## src/design/i2w_pkg.sv

```systemverilog
// ----------------------------------------------------------------------------
// i2w_pkg: shared types, token codes and helpers
// Token codes for the word stream and the binary-to-BCD step used by the
// conversion pipeline.
// ----------------------------------------------------------------------------
package i2w_pkg;

  localparam int NUM_W     = 31;               // input number width
  localparam int WORD_W    = 5;                // token code width
  localparam int DIGITS    = 10;               // decimal digits for 2^31-1
  localparam int BCD_W     = 4 * DIGITS;
  localparam int BIN_W     = 32;               // number padded to steps per stage
  localparam int DD_STEPS  = 4;                // shift/add-3 steps per stage
  localparam int DD_STAGES = BIN_W / DD_STEPS;
  localparam int SLOTS     = 16;               // fixed token positions per number
  localparam int SLOT_W    = $clog2(SLOTS);

  typedef logic [3:0]        digit_t;
  typedef logic [WORD_W-1:0] word_t;
  typedef logic [BCD_W-1:0]  bcd_t;

  localparam word_t TOK_ZERO      = 5'd0;
  localparam word_t TOK_TEEN_BASE = 5'd10;
  localparam word_t TOK_TENS_BASE = 5'd18;
  localparam word_t TOK_HUNDRED   = 5'd28;
  localparam word_t TOK_THOUSAND  = 5'd29;
  localparam word_t TOK_MILLION   = 5'd30;
  localparam word_t TOK_BILLION   = 5'd31;

  typedef struct packed {
    bcd_t             bcd;
    logic [BIN_W-1:0] bin;
  } dd_t;

  // One double-dabble step: add 3 to every digit >= 5, then shift left.
  function automatic dd_t dd_step(input dd_t x);
    dd_t  y;
    bcd_t adj;
    adj = x.bcd;
    for (int i = 0; i < DIGITS; i++) begin
      if (adj[4*i +: 4] >= 4'd5) begin
        adj[4*i +: 4] = adj[4*i +: 4] + 4'd3;
      end
    end
    {y.bcd, y.bin} = {adj[BCD_W-2:0], x.bin, 1'b0};
    return y;
  endfunction

endpackage

```

## src/design/i2w_bcd.sv

```systemverilog
// ----------------------------------------------------------------------------
// i2w_bcd: pipelined binary-to-BCD converter
// Double-dabble over DD_STAGES register stages, DD_STEPS steps per stage,
// with valid bits and per-stage ready so a stall holds every stage.
// ----------------------------------------------------------------------------
module i2w_bcd (
  input  logic                    clk,
  input  logic                    rst,
  input  logic                    in_valid,
  output logic                    in_ready,
  input  logic [i2w_pkg::NUM_W-1:0] number,
  output logic                    out_valid,
  input  logic                    out_ready,
  output i2w_pkg::bcd_t           digits
);
  import i2w_pkg::*;

  logic [DD_STAGES-1:0] stg_valid;
  logic [DD_STAGES-1:0] stg_ready;
  logic [DD_STAGES-1:0] src_valid;
  dd_t                  stg_data [DD_STAGES];
  dd_t                  stg_next [DD_STAGES];
  logic                 digits_ok;

  // ready ripples back from the output
  always_comb begin
    stg_ready[DD_STAGES-1] = !stg_valid[DD_STAGES-1] || out_ready;
    for (int k = DD_STAGES - 2; k >= 0; k--) begin
      stg_ready[k] = !stg_valid[k] || stg_ready[k+1];
    end
  end

  always_comb begin
    dd_t tmp;
    for (int k = 0; k < DD_STAGES; k++) begin
      if (k == 0) begin
        tmp.bcd      = '0;
        tmp.bin      = {1'b0, number};
        src_valid[k] = in_valid;
      end else begin
        tmp          = stg_data[k-1];
        src_valid[k] = stg_valid[k-1];
      end
      for (int s = 0; s < DD_STEPS; s++) begin
        tmp = dd_step(tmp);
      end
      stg_next[k] = tmp;
    end
  end

  always_ff @(posedge clk) begin
    if (rst) begin
      stg_valid <= '0;
    end else begin
      for (int k = 0; k < DD_STAGES; k++) begin
        if (stg_ready[k]) begin
          stg_valid[k] <= src_valid[k];
        end
      end
    end
  end

  always_ff @(posedge clk) begin
    for (int k = 0; k < DD_STAGES; k++) begin
      if (stg_ready[k] && src_valid[k]) begin
        stg_data[k] <= stg_next[k];
      end
    end
  end

  assign in_ready  = stg_ready[0];
  assign out_valid = stg_valid[DD_STAGES-1];
  assign digits    = stg_data[DD_STAGES-1].bcd;

  always_comb begin
    digits_ok = 1'b1;
    for (int i = 0; i < DIGITS; i++) begin
      if (digits[4*i +: 4] > 4'd9) begin
        digits_ok = 1'b0;
      end
    end
  end

  a_digits_decimal: assert property (@(posedge clk) disable iff (rst)
    out_valid |-> digits_ok)
    else $error("BCD output holds a non-decimal digit");

  a_first_stage_load: assert property (@(posedge clk) disable iff (rst)
    (in_valid && in_ready) |=> stg_valid[0])
    else $error("accepted request did not reach first stage");

  a_first_stage_hold: assert property (@(posedge clk) disable iff (rst)
    (stg_valid[0] && !stg_ready[0]) |=> (stg_valid[0] && $stable(stg_data[0])))
    else $error("stalled first stage lost or changed its data");

endmodule

```

## src/design/integer_to_english_word_tokens_top.sv

```systemverilog
// ----------------------------------------------------------------------------
// integer_to_english_word_tokens_top: integer to English word tokens
// Spells a 31-bit unsigned number as a stream of word tokens, most
// significant first, with the final token of each number flagged.
//
// Input channel: in_valid/in_ready with payload number. Output channel:
// out_valid/out_ready with payload word (token code) and last.
// A number gives 1 to 16 tokens (zero gives the single token Zero).
//
// Path: a request passes through 8 double-dabble stages, the slot stage,
// the token holder and the output reg; the accepting edge loads the first
// of them.
// Throughput: one token per cycle while out_ready is high; a number of n
// tokens holds the token holder until its last token is taken, so the
// single token output port sets the sustained rate. New requests enter
// every cycle until the pipeline fills, while earlier ones are spelled.
// Stall: when out_ready is low the output register and token holder hold;
// earlier stages keep closing bubbles, and in_ready drops only once the
// pipeline in front of the token holder is full. Nothing is lost.
// Reset (rst, synchronous) empties all stages; no state is kept between
// numbers.
// ----------------------------------------------------------------------------
module integer_to_english_word_tokens_top (
  input  logic                      clk,
  input  logic                      rst,
  input  logic                      in_valid,
  output logic                      in_ready,
  input  logic [i2w_pkg::NUM_W-1:0] number,
  output logic                      out_valid,
  input  logic                      out_ready,
  output i2w_pkg::word_t            word,
  output logic                      last
);
  import i2w_pkg::*;

  // one base-1000 group: hundreds digit, Hundred, tens/teen, ones, scale
  typedef struct packed {
    word_t [4:0] w;
    logic  [4:0] m;
  } grp_t;

  function automatic grp_t build_group(input digit_t h, input digit_t t,
                                       input digit_t o, input word_t scale);
    grp_t g;
    logic nz;
    nz     = (h != 4'd0) || (t != 4'd0) || (o != 4'd0);
    g.w[0] = {1'b0, h};
    g.m[0] = (h != 4'd0);
    g.w[1] = TOK_HUNDRED;
    g.m[1] = (h != 4'd0);
    if (t == 4'd1) begin
      g.w[2] = TOK_TEEN_BASE + {1'b0, o};
    end else begin
      g.w[2] = TOK_TENS_BASE + {1'b0, t};
    end
    g.m[2] = (t != 4'd0);
    g.w[3] = {1'b0, o};
    g.m[3] = (t != 4'd1) && (o != 4'd0);
    g.w[4] = scale;
    g.m[4] = nz;
    return g;
  endfunction

  // BCD pipeline
  logic bcd_valid;
  logic bcd_ready;
  bcd_t bcd;

  i2w_bcd u_bcd (
    .clk       (clk),
    .rst       (rst),
    .in_valid  (in_valid),
    .in_ready  (in_ready),
    .number    (number),
    .out_valid (bcd_valid),
    .out_ready (bcd_ready),
    .digits    (bcd)
  );

  // slot stage: tokens at fixed positions plus a presence mask
  logic             slot_valid;
  logic             slot_ready;
  word_t            slot_word [SLOTS];
  logic [SLOTS-1:0] slot_mask;
  word_t            slot_word_next [SLOTS];
  logic [SLOTS-1:0] slot_mask_next;

  // token holder: number being spelled
  logic             cur_valid;
  word_t            cur_word [SLOTS];
  logic [SLOTS-1:0] cur_mask;
  logic             cur_take;
  logic [SLOT_W-1:0] sel;
  logic [SLOTS-1:0] rest;
  logic             tok_load;
  logic             tok_last;

  always_comb begin
    grp_t bil;
    grp_t mil;
    grp_t thou;
    grp_t unit;
    bil  = build_group(4'd0, 4'd0, bcd[36 +: 4], TOK_BILLION);
    mil  = build_group(bcd[32 +: 4], bcd[28 +: 4], bcd[24 +: 4], TOK_MILLION);
    thou = build_group(bcd[20 +: 4], bcd[16 +: 4], bcd[12 +: 4], TOK_THOUSAND);
    unit = build_group(bcd[8 +: 4], bcd[4 +: 4], bcd[0 +: 4], TOK_ZERO);
    // billions: ones digit and scale only
    slot_word_next[0] = bil.w[3];
    slot_mask_next[0] = bil.m[3];
    slot_word_next[1] = bil.w[4];
    slot_mask_next[1] = bil.m[4];
    for (int j = 0; j < 5; j++) begin
      slot_word_next[2+j] = mil.w[j];
      slot_mask_next[2+j] = mil.m[j];
      slot_word_next[7+j] = thou.w[j];
      slot_mask_next[7+j] = thou.m[j];
    end
    // units: no scale word
    for (int j = 0; j < 4; j++) begin
      slot_word_next[12+j] = unit.w[j];
      slot_mask_next[12+j] = unit.m[j];
    end
    // whole number zero: units ones slot carries Zero
    if (bcd == '0) begin
      slot_mask_next[15] = 1'b1;
    end
  end

  // pick the lowest present slot
  always_comb begin
    sel = '0;
    for (int i = SLOTS - 1; i >= 0; i--) begin
      if (cur_mask[i]) begin
        sel = SLOT_W'(i);
      end
    end
  end

  assign rest       = cur_mask & (cur_mask - SLOTS'(1));
  assign tok_last   = (rest == '0);
  assign tok_load   = cur_valid && (!out_valid || out_ready);
  assign cur_take   = !cur_valid || (tok_load && tok_last);
  assign slot_ready = !slot_valid || cur_take;
  assign bcd_ready  = slot_ready;

  always_ff @(posedge clk) begin
    if (rst) begin
      slot_valid <= 1'b0;
      cur_valid  <= 1'b0;
      out_valid  <= 1'b0;
    end else begin
      if (slot_ready) begin
        slot_valid <= bcd_valid;
      end
      if (cur_take) begin
        cur_valid <= slot_valid;
      end
      if (!out_valid || out_ready) begin
        out_valid <= cur_valid;
      end
    end
  end

  always_ff @(posedge clk) begin
    if (slot_ready && bcd_valid) begin
      slot_word <= slot_word_next;
      slot_mask <= slot_mask_next;
    end
    if (cur_take && slot_valid) begin
      cur_word <= slot_word;
      cur_mask <= slot_mask;
    end else if (tok_load) begin
      cur_mask <= rest;
    end
    if (tok_load) begin
      word <= cur_word[sel];
      last <= tok_last;
    end
  end

  a_cur_nonempty: assert property (@(posedge clk) disable iff (rst)
    cur_valid |-> (cur_mask != '0))
    else $error("token holder valid with no tokens left");

  a_slot_nonempty: assert property (@(posedge clk) disable iff (rst)
    slot_valid |-> (slot_mask != '0))
    else $error("slot stage holds a number with no tokens");

  a_cur_continues: assert property (@(posedge clk) disable iff (rst)
    (tok_load && !tok_last) |=> cur_valid)
    else $error("token holder dropped a number before its last token");

endmodule

```

## config.mk

```make
export PLATFORM = sky130hd
export DESIGN_NAME = integer_to_english_word_tokens_top
export DESIGN_NICKNAME = d
export VERILOG_FILES = /design/src/design/i2w_pkg.sv /design/src/design/i2w_bcd.sv /design/src/design/integer_to_english_word_tokens_top.sv
export SDC_FILE = /design/constraint.sdc
export NUM_CORES = 1
export LEC_CHECK = 0
export BUFFER_PORTS_ARGS = -buffer_cell sky130_fd_sc_hd__buf_2
export CAP_MARGIN = 25
export CORE_ASPECT_RATIO = 1.25
export CORE_UTILIZATION = 59
export DETAILED_ROUTE_END_ITERATION = 10
export PLACE_DENSITY = 0.79
export SYNTH_ARGS = -nofsm -noshare
export SYNTH_HDL_FRONTEND = slang
export SYNTH_SLANG_ARGS = --single-unit
```

## constraint.sdc

```tcl
create_clock -name clk -period 5.1 [get_ports clk]
set_clock_uncertainty 0.05 [all_clocks]
set_input_delay 0.51 -clock clk [delete_from_list [all_inputs] [get_ports clk]]
set_output_delay 0.51 -clock clk [all_outputs]
set_load 0.02 [all_outputs]
```

==> flow_results.org, run 1 <==
** Placed design
- Routability-driven placement congestion ratio :: around 0.89
- Half-perimeter wire length after detailed placement :: between 40 and 50 mm
- Count of buffers from port buffering :: 42

** Floorplan
- Die area :: ~0.052 mm2
- Initial cell density of the core :: 59.61%
- Number of primary I/O pins :: 43
- Number of rows in the core area :: between 90 and 100
- In this run the standard cell core region covers just over 0.05 mm2.
- Width of the die :: just over 200 um
- Die H :: about 250 um

** Global routing
- Most congested layer reported by global routing :: met2
- The initial antenna violation count is 0.
- The first global-routing pass estimated 96.63 mm of wire.
- Vias in the first global route :: ~22,000
- Overall Global Routing Usage :: about 22%
- Entering global routing, the biggest net connects 56 pins.
- For this run, global-route usage on met3 was measured as 2.747%.
- For this run, global-route usage on met2 was measured as 46.51%.
- In the global route stage, met1 resource usage came out at 20.48%.
- For this run the aggregate overflow at the end of global routing stands at 0.

** Run status
- Status :: completed

** Setup path
- The setup check on the worst reg-to-reg path leaves a slack of 0.32 ns.
- The critical path goes through ha_1 > nand2b_1 > a21oi_4 > xnor2_1 > inv_1 > ha_1 > nand2b_1 > o211ai_1 > a21o_1 > a22o_1 > inv_1 > ha_1 > nand2b_1 > nor2b_1 > nor3b_1 > o21ai_0 > o31a_1 > xnor2_1 > ha_1 > nand2b_1 > a21boi_2 > mux2i_1.
- Critical Path Sink Type :: flop
- In this run the critical register-to-register path is launched from u_bcd.stg_data[0][96].
- The worst setup path is launched from a flop.
- The number of cells on the worst reg-to-reg path is 22.
- For this design, the slowest cell found on the critical path is sky130_fd_sc_hd__edfxtp_1.
- The most critical setup path has its endpoint at u_bcd.stg_data[0][170].
- Highest cell delay on the worst timing path :: roughly 0.44 ns
- The endpoint identified for the worst register-to-register timing path is u_bcd.stg_data[0][170].
- The setup path with the least slack is of type reg -> reg.
- Data on the critical path is required at its endpoint by 5.37 ns.
- Along the worst path, the maximum fanout reaches 5.
- Launching instance or port of the critical path :: u_bcd.stg_data[0][96]
- STA puts the critical path data arrival time at slightly above 5 ns.

** Power and ir drop
- The completed layout was analyzed and its total power is between 10,000 and 15,000 uW.
- Maximum VDD drop :: ~0.40 mV
- Net switching component of the power :: roughly 4800 uW
- Static Leak :: 0.01375 uW
- Sequential cells account for 32.9% of the total power.
- The clock network accounts for 22.6% of the total power.
- Power per cell area :: about 410 mW/mm2
- Net switching is between 30% and 40% of the power.
- Internal power :: 8542 uW
- Comb power frac :: between 40% and 50%

** Timing
- Hold Violations, Final :: 0
- Minimum clock period after layout :: about 4.8 ns
- Setup violations remaining at the end of the flow were counted as 0.
- Period utilization :: between 90% and 100%
- Slew @ Worst Pin :: between 1 and 1.5 ns
- The final-report max-slew violation count is 0.
- Worst rel slew slack :: between 20% and 30%
- Hold timing on the final database bottoms out at a slack of between 0.04 and 0.05 ns.
- Timing-limited maximum frequency :: approximately 0.21 GHz

** Drt
- Via count normalized by instance count :: 5.869
- ANT nets after route :: 0
- After detailed routing, the number of remaining DRC violations is 0.
- WL per Instance :: around 15 um
- Number of iterations in the first detailed-routing pass :: 5
- After the first detailed-routing iteration, the DRC count stood at ~970.
- Sum of routed wire length over all layers :: 57.35 mm
- The routed layout has between 20,000 and 25,000 vias.

** Layout
- Area growth from synthesis to layout :: 8.605%
- The repair_antennas step left the layout with diodes totalling 0.
- Commonest non-fill, non-tap cell in the layout :: sky130_fd_sc_hd__edfxtp_1
- In the final layout, the share of cells above drive strength 1 is 9.479%.
- After filler insertion, the fill cell instance count of the layout stands at 3,867.
- Layout Nets :: roughly 3,400
- Highest-count cells in the layout ignoring fill and taps :: 407 x sky130_fd_sc_hd__edfxtp_1, 302 x sky130_fd_sc_hd__ha_1, 282 x sky130_fd_sc_hd__inv_1

** Clocking
- After clock tree synthesis, the clock-pin slew on the worst setup and hold paths is 0.06 ns.
- Counting every sink on the clock net gives between 400 and 500.
- TritonCTS clock tree :: done
- Clock insertion delay at the later pin of the skew report :: 0.59 ns
- Clock tree synthesis inserted a total of 43 buffers.
- The H-tree was split into 2 levels.
- Buffer depth of the longest clock path :: 3
- Cell at the root of the clock tree :: sky130_fd_sc_hd__clkbuf_16

** Job
- The tool flagged a number of max-cap violations equal to 0.

** Yosys
- Counting distinct cell types in the post-synthesis netlist gives 87.
- Netlist Area Pre-Place :: between 0.03 and 0.04 mm2
- Number of warnings printed during yosys synthesis :: 0
- In the synthesized netlist the dominant register cell turns out to be sky130_fd_sc_hd__edfxtp_1.
- Synthesis produced a netlist whose cell count is 2,938.
- The synthesized design contains roughly 420 register bits.
- For this run, the register share of the synthesized area comes to 41.40%.
- Share of flip-flops with an asynchronous set or reset after synthesis :: 0%
- Post-synthesis area per instance :: ~10 um2
- When the netlist entered floorplanning its net count stood at roughly 3,300.
- In this run, synthesis inferred approximately 410 flip-flops with an integrated enable.

** Worst hold path
- The min-delay analysis places its worst path in the category in -> reg.
==> per-stage QoR <==
step | TNS (ns) | util (%) | setup slack [ns] | instances | area [um2]
3_3_place_gp | 0 | 61.77 | 0.4203 | 3625 | 31140
2_1_floorplan | 0 | - | 0.6469 | 2938 | 30060
5_1_grt | -0.01357 | 64.74 | -0.009006 | 3707 | 32640
3_5_place_dp | 0 | 61.77 | 0.04901 | 3625 | 31140
4_1_cts | 0 | 64.42 | 0.01159 | 3701 | 32480
6_report | 0 | 64.74 | 0.3163 | 3707 | 32640
==> routing by layer <==
metal  wire length [um]  part of all wire [%]
met3               1553                   2.7
met2              32800                    57
met5                  0                     0
met4               2751                   4.8
met1              20240                    35
==> state kept, by name (all words and copies together), names as in the netlist <==
register,flops
slot_valid,1
word,5
u_bcd.stg_data,287
last,1
u_bcd.stg_valid,8
slot_word,43
out_valid,1
slot_mask,12
cur_valid,1
cur_mask,16
cur_word,43
==> worst max-delay path, delay by kind of cell, from the launching register on <==
family	cells	cell delay [ns]
compound gates	7	1.53
buf+inv	2	0.24
fa+ha+maj	4	0.87
flops	1	0.44
xor+xnor	2	0.40
simple gates	6	0.89
mux	1	0.10
==> cells in the mapped netlist, drive strengths merged (12+ instances only) <==
| cell | count | area share [%] |
|---|---|---|
| a21o | 53 | 1.3 |
| o21ai | 146 | 2.5 |
| nor2b | 81 | 1.7 |
| nor2 | 168 | 2.1 |
| edfxtp | 407 | 41 |
| a21boi | 37 | 0.92 |
| o21a | 18 | 0.45 |
| xnor2 | 117 | 3.4 |
| a21oi | 167 | 2.8 |
| xor2 | 12 | 0.35 |
| nand2b | 107 | 2.2 |
| or2 | 43 | 0.90 |
| mux2 | 49 | 1.8 |
| a21bo | 22 | 0.73 |
| o31ai | 44 | 1.1 |
| nor3 | 76 | 1.3 |
| inv | 282 | 3.5 |
| mux2i | 181 | 6.0 |
| nor3b | 33 | 0.82 |
| a211oi | 47 | 1.2 |
| clkbuf | 22 | 0.28 |
| or3 | 18 | 0.37 |
| ha | 304 | 13 |
| nand2 | 215 | 2.7 |
| and2 | 22 | 0.46 |
| o211ai | 20 | 0.50 |
| o211a | 13 | 0.43 |
| o22ai | 19 | 0.40 |
| a32oi | 13 | 0.38 |
==> how the worst min path moves through the flow <==
stage | from | endpoint | slack (ns) | cells after the start
final | number[8] | u_bcd.stg_data[0][8] | 0.04 | 1
after global routing | number[10] | u_bcd.stg_data[0][10] | 0.02 | 1
after CTS | number[8] | u_bcd.stg_data[0][8] | 0.009 | 1
after detailed placement | slot_word[28] | cur_word[28] | 0.35 | 0
after global placement | u_bcd.stg_data[1][23] | u_bcd.stg_data[1][95] | 0.35 | 0
after floorplan | slot_word[0] | cur_word[0] | 0.35 | 0
==> repair_timing <==
action                                  4_1_cts  5_1_grt
endpoints found under the setup margin        0       33
hold buffers                                  0        0
resized for setup                             0       32
setup buffers                                 0        6
==> power by group through the flow <==
stage	registers (uW)	clock network (uW)	logic [uW]
final	4390	3010	5920
after floorplan	4410	0	4660
after global routing	4400	3200	6640
after CTS	4380	3080	5830
after detailed placement	4460	0	5780
after global placement	4440	0	5300
==> cells by family (layout without fill, tap and decap cells) <==
| kind of cell | Yosys count | in the layout | share of synthesized area, % |
|---|---|---|---|
| flops | 418 | 418 | 41.40 |
| xor+xnor | 129 | 129 | 3.759 |
| simple gates | 827 | 827 | 14.14 |
| fa+ha+maj | 306 | 306 | 12.72 |
| buf+inv | 309 | 420 | 3.913 |
| mux | 230 | 230 | 7.864 |
| compound gates | 719 | 719 | 16.21 |
==> final cells by class <==
cell class | instances | area [um2] | share of cell area, %
clock inverter | 22 | 210.2 | 0.6439
inverter | 282 | 1059 | 3.243
tap | 658 | 823.3 | 2.522
multi-input combinational | 2211 | 16610 | 50.88
sequential | 418 | 12440 | 38.12
clock buffer | 54 | 1127 | 3.454
timing repair buffer | 62 | 372.9 | 1.142
(Power assumes the default switching activity.)
==> inputs of run 2 (changes only) <==
- SETUP_SLACK_MARGIN: unset -> 0.5
==> run 2 against run 1 <==
  * Cell area rose by 4.4%
  * Global-route usage rose by 0.22 points
  * Clock power barely moved
  * Critical path depth rose by 1
  * First-iteration DRC count fell by 2.8%
  * Sequential power barely moved
  * Non-clock buffer count rose by 58
  * Register-to-register slack improved by 0.31 ns
  * Critical path type unchanged
  * Largest cell class unchanged
  * Largest power group unchanged
  * Highest routed layer unchanged
==> flow_results.org, run 2 (synthesis results as in run 1) <==
** Timing
- The transition time of the tightest slew-check pin came to 0.9447 ns (-0.1019 ns).
- RSZ-0062 raised after global routing :: yes
- The final-report hold violation count was 0 (unchanged).
- The final-report setup violation count came to 0 (unchanged).
- Max-slew violation count :: 0 (unchanged)
- The worst slew margin relative to its limit is 36.22% (+6.9 points).
- The aggregate negative setup slack is 0 ns (unchanged).
- The maximum achievable frequency came to 0.2233 GHz (+6.8%).
- The final critical-path share of the clock period came to 87.80% (-6.0 points).
- The clock period minus final worst setup slack was 4.478 ns (-0.3061 ns).

** Setup path
- Critical Path Sink Type :: flop
- Setup Crit Path Kind :: reg -> reg
- Capture instance of the worst register-to-register path :: u_bcd.stg_data[1][34]
- The startpoint identified for the worst register-to-register timing path is u_bcd.stg_data[0][232].
- The register-to-register setup slack was 0.62 ns (+0.31 ns).
- CP Launch Type :: flop
- The data arrival time of the critical path came to 4.82 ns (-0.24 ns).
- The biggest fanout along the worst timing path is 4 (-1).
- Required time of the worst setup path :: 5.44 ns (+0.07 ns)
- The number of cells on the worst reg-to-reg path came to 23 (+4.5%).

** Layout
- More flip-flops sit in one register than any other, and that register is u_bcd.stg_data.
- Layout cells sized above 1 :: 17.19% (+7.7 points)
- Leaving out fill and tap cells, the most frequent cells in the layout are 407 x sky130_fd_sc_hd__edfxtp_1, 269 x sky130_fd_sc_hd__inv_1, 266 x sky130_fd_sc_hd__ha_1.
- Layout Nets :: 3,415 (+1.7%)
- Count of filler cells inserted in the layout :: 3,657 (-5.4%)
- Largest register FFs :: 287 (unchanged)
- The largest registers in the layout are u_bcd.stg_data: 287 flops, cur_word: 43 flops, slot_word: 43 flops.
- Compared with the post-synthesis result, the final layout area differs by 13.33%.
- The number of antenna cells inserted is 0 (unchanged).
- Leaving out fill and tap cells, the most frequent cell in the layout is sky130_fd_sc_hd__edfxtp_1.

** Power and ir drop
- The peak ir drop on the vdd network came to 0.4103 mV (+2.5%).
- Proportion of power drawn by the clock network :: 21.5% (-1.1 points)
- Net switching component of the power :: 5072 uW (+6.1%)
- Comb power frac :: 47.2% (+2.8 points)
- The switching share of power was 36.16% (+0.29 points).
- The power density over the cells came to 411.7 mW/mm2 (+0.89%).
- The final total power came to 14,030 uW (+5.3%).
- Internal power :: 8954 uW (+4.8%)
- Sequential cell fraction of total power :: 31.3% (-1.6 points)
- Static Leak :: 0.01426 uW (+3.8%)

** Floorplan
- The number of ports placed on the die boundary is 43 (unchanged).
- The cell row count was 92 (unchanged).
- The vertical die dimension is 254.3 um (unchanged).
- The core region area was 0.05042 mm2 (unchanged).
- The floorplan die area is 0.05185 mm2 (unchanged).
- Initial cell density of the core :: 59.61% (unchanged)
- Width of the die :: 203.9 um (unchanged)

** Clocking
- The maximum root-to-sink buffer count is 3 (unchanged).
- The total CTS buffers is 43 (unchanged).
- Number of sinks driven by the clock tree :: 418 (unchanged)
- Count of hold-fix buffers inserted at cts :: 0 (unchanged)
- TritonCTS built the clock tree.
- H-tree lvl count :: 2 (unchanged)
- The cell sitting at the root of the clock tree is a sky130_fd_sc_hd__clkbuf_16.
- Worst-path clk slew :: 0.06 ns (about the same)
- Clock insertion delay at the later pin of the skew report :: 0.59 ns (about the same)

** Placed design
- The count of port buffers added during placement was 42 (unchanged).
- Routability-driven placement congestion ratio :: 0.8904 (unchanged)
- The detailed placement HPWL is 44.26 mm (unchanged).

** Worst hold path
- The worst hold path cell count is 1 (unchanged).
- Type of the tightest min-delay check :: in -> reg
- The worst hold path terminates at u_bcd.stg_data[0][8].
- Startpoint of the tightest hold check path :: number[8]

** Job
- The max-cap violation count came to 0 (unchanged).

** Drt
- The total DRC errors in the routed layout was 0 (unchanged).
- Via count normalized by instance count :: 5.886 (+0.28%)
- The count of vias placed by the detailed router is 22,160 (+1.9%).
- The detailed-route wire length per cell came to 15.92 um (+2.9%).
- The final antenna-violating net count is 0 (unchanged).
- DRC violation total after the first TritonRoute iteration :: 942 (-2.8%)
- The sum of routed wire length over all layers was 59.95 mm (+4.5%).
- Number of iterations in the first detailed-routing pass :: 7 (+2)

** Global routing
- Global-route wire length before repair :: 97.50 mm (+0.90%)
- Overall Global Routing Usage :: 22.56% (+0.22 points)
- Maximum number of pins on one net before global-route repair :: 56 (unchanged)
- The number of global-route vias before repair is 22,350 (+0.54%).
- The total congestion overflow after global routing is 0 (unchanged).
- The initial antenna violation count was 0 (unchanged).

** Run status
- Status :: completed
-- run 2: cell count changes in the layout (fill, tap and decap cells not counted), moves of 11 or more --
| cell | delta |
|---|---|
| sky130_fd_sc_hd__inv_1 | -13 |
| sky130_fd_sc_hd__buf_4 | +58 |
| sky130_fd_sc_hd__xnor2_1 | -32 |
| sky130_fd_sc_hd__ha_2 | +32 |
| sky130_fd_sc_hd__nor2b_1 | -21 |
| sky130_fd_sc_hd__o21ai_1 | +11 |
| sky130_fd_sc_hd__ha_1 | -36 |
| sky130_fd_sc_hd__nor2b_2 | +12 |
| sky130_fd_sc_hd__a21oi_1 | -21 |
| sky130_fd_sc_hd__o31ai_1 | -16 |
| sky130_fd_sc_hd__a21oi_2 | +21 |
| sky130_fd_sc_hd__inv_2 | +13 |
| sky130_fd_sc_hd__o21ai_0 | -17 |
| sky130_fd_sc_hd__xnor2_2 | +29 |
-- run 2: metal layers --
metal | GRT usage [%] | part of all wire (%)
met5 | 0 | 0
met4 | 11.73 | 5.1
met1 | 20.66 | 35
met3 | 2.773 | 2.8
met2 | 47.05 | 57
-- run 2: final cells by class --
cell class / instances / area, um2 / area share [%]
clock inverter: 22 / 210.2 / 0.6171
inverter: 282 / 1059 / 3.107
tap: 658 / 823.3 / 2.417
timing repair buffer: 120 / 808.3 / 2.373
sequential: 418 / 12440 / 36.53
clock buffer: 54 / 1127 / 3.309
multi-input combinational: 2211 / 17590 / 51.65
-- run 2: repair_timing --
| action | 4_1_cts | 5_1_grt |
|---|---|---|
| buffers inserted | 9 | 55 |
| setup endpoints to repair | 46 | 126 |
| pin swaps | 7 | 63 |
| gates resized for setup | 50 | 225 |
-- run 2: power groups by stage --
stage | clock [uW] | sequential, uW | combinational, uW
after floorplan | 0 | 4410 | 4660
after global placement | 0 | 4440 | 5300
after detailed placement | 0 | 4460 | 5780
after CTS | 3080 | 4380 | 5970
after global routing | 3200 | 4410 | 7350
final | 3010 | 4390 | 6620
-- run 2: worst max path at each step --
stage / from / endpoint / cells past startpoint
3_5_place_dp: u_bcd.stg_data[0][96] / u_bcd.stg_data[0][169] / 22
6_report: u_bcd.stg_data[0][232] / u_bcd.stg_data[1][34] / 23
4_1_cts: u_bcd.stg_data[0][164] / u_bcd.stg_data[0][233] / 20
2_1_floorplan: cur_mask[0] / u_bcd.stg_data[1][160] / 10
5_1_grt: u_bcd.stg_data[0][244] / u_bcd.stg_data[1][41] / 18
3_3_place_gp: u_bcd.stg_data[0][232] / u_bcd.stg_data[1][34] / 23
-- run 2: metrics by stage --
stage                     utilization, %  hold slack (ns)  instance area, um2  setup slack (ns)  instances
after global placement             61.77           0.3503               31140            0.4203       3625
final                              67.56          0.04205               34060            0.6224       3765
after global routing               67.56          0.01550               34060            0.3721       3765
after CTS                          64.93         0.008923               32740            0.5026       3710
after floorplan                        -           0.3503               30060            0.6469       2938
after detailed placement           61.77           0.3545               31140           0.04901       3625
-- run 2: worst max-delay path: stages (launching register included) --
cell and delay [ns]:
sky130_fd_sc_hd__edfxtp_1 0.45, sky130_fd_sc_hd__inv_2 0.10, sky130_fd_sc_hd__ha_4 0.15, sky130_fd_sc_hd__nor2b_4 0.17, sky130_fd_sc_hd__a2bb2oi_2 0.16, sky130_fd_sc_hd__and2_4 0.18, sky130_fd_sc_hd__inv_2 0.06, sky130_fd_sc_hd__ha_1 0.19
sky130_fd_sc_hd__inv_2 0.06, sky130_fd_sc_hd__nor2_1 0.05, sky130_fd_sc_hd__or4_1 0.52, sky130_fd_sc_hd__o221ai_2 0.25, sky130_fd_sc_hd__inv_2 0.09, sky130_fd_sc_hd__ha_4 0.18, sky130_fd_sc_hd__nand2_2 0.09, sky130_fd_sc_hd__o21ai_1 0.07
sky130_fd_sc_hd__a22oi_1 0.20, sky130_fd_sc_hd__o22a_2 0.21, sky130_fd_sc_hd__xnor2_2 0.13, sky130_fd_sc_hd__inv_1 0.09, sky130_fd_sc_hd__ha_1 0.19, sky130_fd_sc_hd__nand2b_1 0.15, sky130_fd_sc_hd__a21oi_2 0.22, sky130_fd_sc_hd__mux2i_1 0.28
